$ cat config.mk
export PLATFORM = sky130hd
export DESIGN_NAME = fdt_ram
export DESIGN_NICKNAME = d
export VERILOG_FILES = /design/src/hdl/fdt_ram.sv
export SDC_FILE = /design/constraint.sdc
export NUM_CORES = 2
export LEC_CHECK = 0
export BUFFER_PORTS_ARGS = -buffer_cell sky130_fd_sc_hd__clkbuf_2
export CORE_UTILIZATION = 25
export CTS_CLUSTER_SIZE = 14
export DETAILED_ROUTE_END_ITERATION = 16
export PLACE_DENSITY = 0.44
export SLEW_MARGIN = 20
export SYNTH_ARGS = -nofsm -noshare
export SYNTH_HDL_FRONTEND = slang
export SYNTH_SLANG_ARGS = --single-unit
$ cat constraint.sdc
create_clock -name i_clk -period 11.7 [get_ports i_clk]
set_input_delay 1.17 -clock i_clk [delete_from_list [all_inputs] [get_ports i_clk]]
set_output_delay 1.17 -clock i_clk [all_outputs]
set_load 0.1 [all_outputs]
$ cat src/hdl/fdt_ram.sv
// ----------------------------------------------------------------------------
// fdt_ram
// Simple dual-port RAM: one write port, one read port with registered data.
// ----------------------------------------------------------------------------
module fdt_ram #(
    parameter int WIDTH = 64,
    parameter int DEPTH = 64
) (
    input  logic                     i_clk,
    input  logic                     i_we,
    input  logic [$clog2(DEPTH)-1:0] i_waddr,
    input  logic [WIDTH-1:0]         i_wdata,
    input  logic [$clog2(DEPTH)-1:0] i_raddr,
    output logic [WIDTH-1:0]         o_rdata
);

    logic [WIDTH-1:0] mem [DEPTH];
    logic [WIDTH-1:0] r_rdata;

    always_ff @(posedge i_clk) begin
        if (i_we) begin
            mem[i_waddr] <= i_wdata;
        end
        r_rdata <= mem[i_raddr];
    end

    assign o_rdata = r_rdata;

endmodule

==> results.ini <==
[min_path]
holdCritStartpoint = i_wdata[54]
min_path_type = input port to flop
whs_path_depth = 1
min_to = mem[19][54]

[place]
dpl.cell_count = 14900
pre_cts_slack_ns = 6.20
io_buffer_count = 141
gp_congestion = 0.736
dp_hpwl_mm = 270

[synthesis]
synth-main-ff-cell = edfxtp_1
yosys.cell_count.top_type = edfxtp_1
yosys.area.top_type = edfxtp_1
seq_area_frac_synth = 0.795
synth_nets = 6676
synth_cell_types = 33
yosys.area_share.simple = 0.0124
synth_area_leaders = edfxtp_1 (79%), mux4_2 (15%), mux2i_1 (0.86%)
synth_xor_area_frac = 0
synthArstFlopShare = 0
synth_top_family_by_area = multiplexers
syn_inst = 6598
synthMuxAreaShare = 0.156
ys_warn_count = 0
synth_adder_area_share = 0
synth_common_cells = edfxtp_1 (4096), mux4_2 (1024), buf_2 (170)
synth-compound-area-share = 0.0248
yosys_register_bits = 4160
synth_top_area_frac = 0.787
syn-cell-area_sq_um = 156000
synth_edf_count = 4096
avgSynthCellArea_sq_um = 23.7

[floorplanning]
die_w_microns = 793
die_h_microns = 793
dieArea_sq_um = 629000
initial_utilization = 0.251
std_cell_rows = 290
core_area_sq_um = 623000
ios = 142

[routing]
ant_nets = 0
firstDrtPassIters = 6
via_count = 75200
drt_iter0_drc = 8280
avgViaCountPerCell = 4.77
routed_wl_mm = 504
drc_errors = 0
wl_per_cell_microns = 32.0

[setup_path]
timing.rr.start = mem[13][26]
crit_chain = buf_8, buf_4, buf_4, buf_4, mux4_2, a22oi_1, nand3_1, and3_1
slowest_stage = buf_4
reg2reg_slack_ns = 9.42
cp.arrival_ns = 5.28
worstSetupStartpoint = i_raddr[1]
reg2regPathDepth = 5
end_kind = flop
cp_common_cell = buf_4
critPathRequiredTime_ns = 12.59
critical_path_class = input port to flop
r2r_end = o_rdata[26]
cpPeakStageDelay_ns = 0.83
worstSetupStartpointType = input port
path_max_fanout = 56

[clock_tree]
cts_setup_buffers = 0
cts_max_level = 5
cts_tree = done
clock_latency_ns = 1.02
cts_sinks = 4160
cts_root_buffer = clkbuf_16
ctsHoldBuffers = 0
cts_made_buffers = 428
clock_path_buffers = 4
post_cts_resize_count = 0
path_clk_slew_ns = 0.06

[power]
leakagePower_nw = 55.4
p_per_area_nw_per_um2 = 175
peakVddDrop_mv = 0.152

[layout]
fin_cells = 15800
drive_above_1_share = 0.288
area.growth.synth_to_final_pct = 16.7
utilization = 0.293
nets = 7133

[timing]
skew_ns = 0.0706
setup_ws_ns = 7.30
report.final.slew_viol_count = 0
fin_crit_sh = 0.376
period_minus_slack_ns = 4.40
fmax_mhz = 227
whs_ns = 0.585
final.setup.tns_ns = 0
worst_pin_slew_ns = 1.23
rsz0062_at_grt = no
slew-limit-headroom = 0.183
finalHoldViolCount = 0
setup_viol = 0

[flow_run]
drv_cap = 0

[global_routing]
grt_pass1_wl_mm = 681
antenna_found_initial = 53
grt_max_degree = 121
grt_pass1_vias = 77600
grt_overflow = 0
grt_usage = 0.157

[status]
run_status = complete, no violations

metal layers:
layer,routed length (microns),up-vias,global-route usage
met3,29100,578,0.0234
met2,247000,2580,0.264
li1,-,29500,-
met5,57,-,0
met4,10600,10,0.0321
met1,217000,42600,0.215
kinds of logic (layout without fill, tap and decap cells):
logic type             after synthesis  after routing
other                                0             17
DFF                               4160           4160
AOI/OAI and AO/OA                  504            504
and+or+nand+nor                    386            386
buffers and inverters              389           1218
muxes                             1159           1159
where the power goes:
part           internal (mW)  total, mW  leakage, nW  switching (mW)
clock                   7.63       13.6         6.73            5.92
combinational          0.515       1.69         11.2            1.17
sequential              16.5       16.6         37.4          0.0881
worst max path at each step:
stage                  endpoint  depth (start not counted)
floorplan            mem[48][0]                          4
global placement    o_rdata[32]                          8
detailed placement   o_rdata[8]                          9
CTS                  o_rdata[5]                          9
global route         o_rdata[8]                          9
finish              o_rdata[32]                          8
area by class of cell:
class	instances	area (sq um)
repair buffers	397	3010
flip-flops and latches	4160	124000
clock inverters	239	2310
multi-input cells	2049	30800
well taps	8322	10400
inverters	19	71.3
fillers	60700	441000
clock buffers	563	11500
diodes	17	42.5
critical path: cells and delay by family:
kind	cells	cell delay, ns
compound gates	1	0.29
buf+inv	4	2.64
mux	1	0.41
simple gates	2	0.35
layout by cell type, fill, tap and decap left out, drive strengths merged, types with 32 or more instances in the layout:
cell,instances
a211oi,63
a22o,88
a22oi,168
and3,64
buf,299
clkbuf,661
clkinv,184
dfxtp,64
edfxtp,4096
inv,32
mux2i,135
mux4,1024
nand2,58
nand3,45
nor2,112
o221ai,38
o22ai,83
through the flow:
stage | instance area (sq um) | total power, mW
global route | 182000 | 32.7
CTS | 182000 | 32.2
detailed placement | 168000 | 18.6
global placement | 168000 | 18.6
finish | 182000 | 31.8
floorplan | 156000 | 17.9
registers in the layout, summed over array words and instances (netlist names):
register / count
mem: 4096
o_rdata: 64
(Power assumes the default switching activity.)
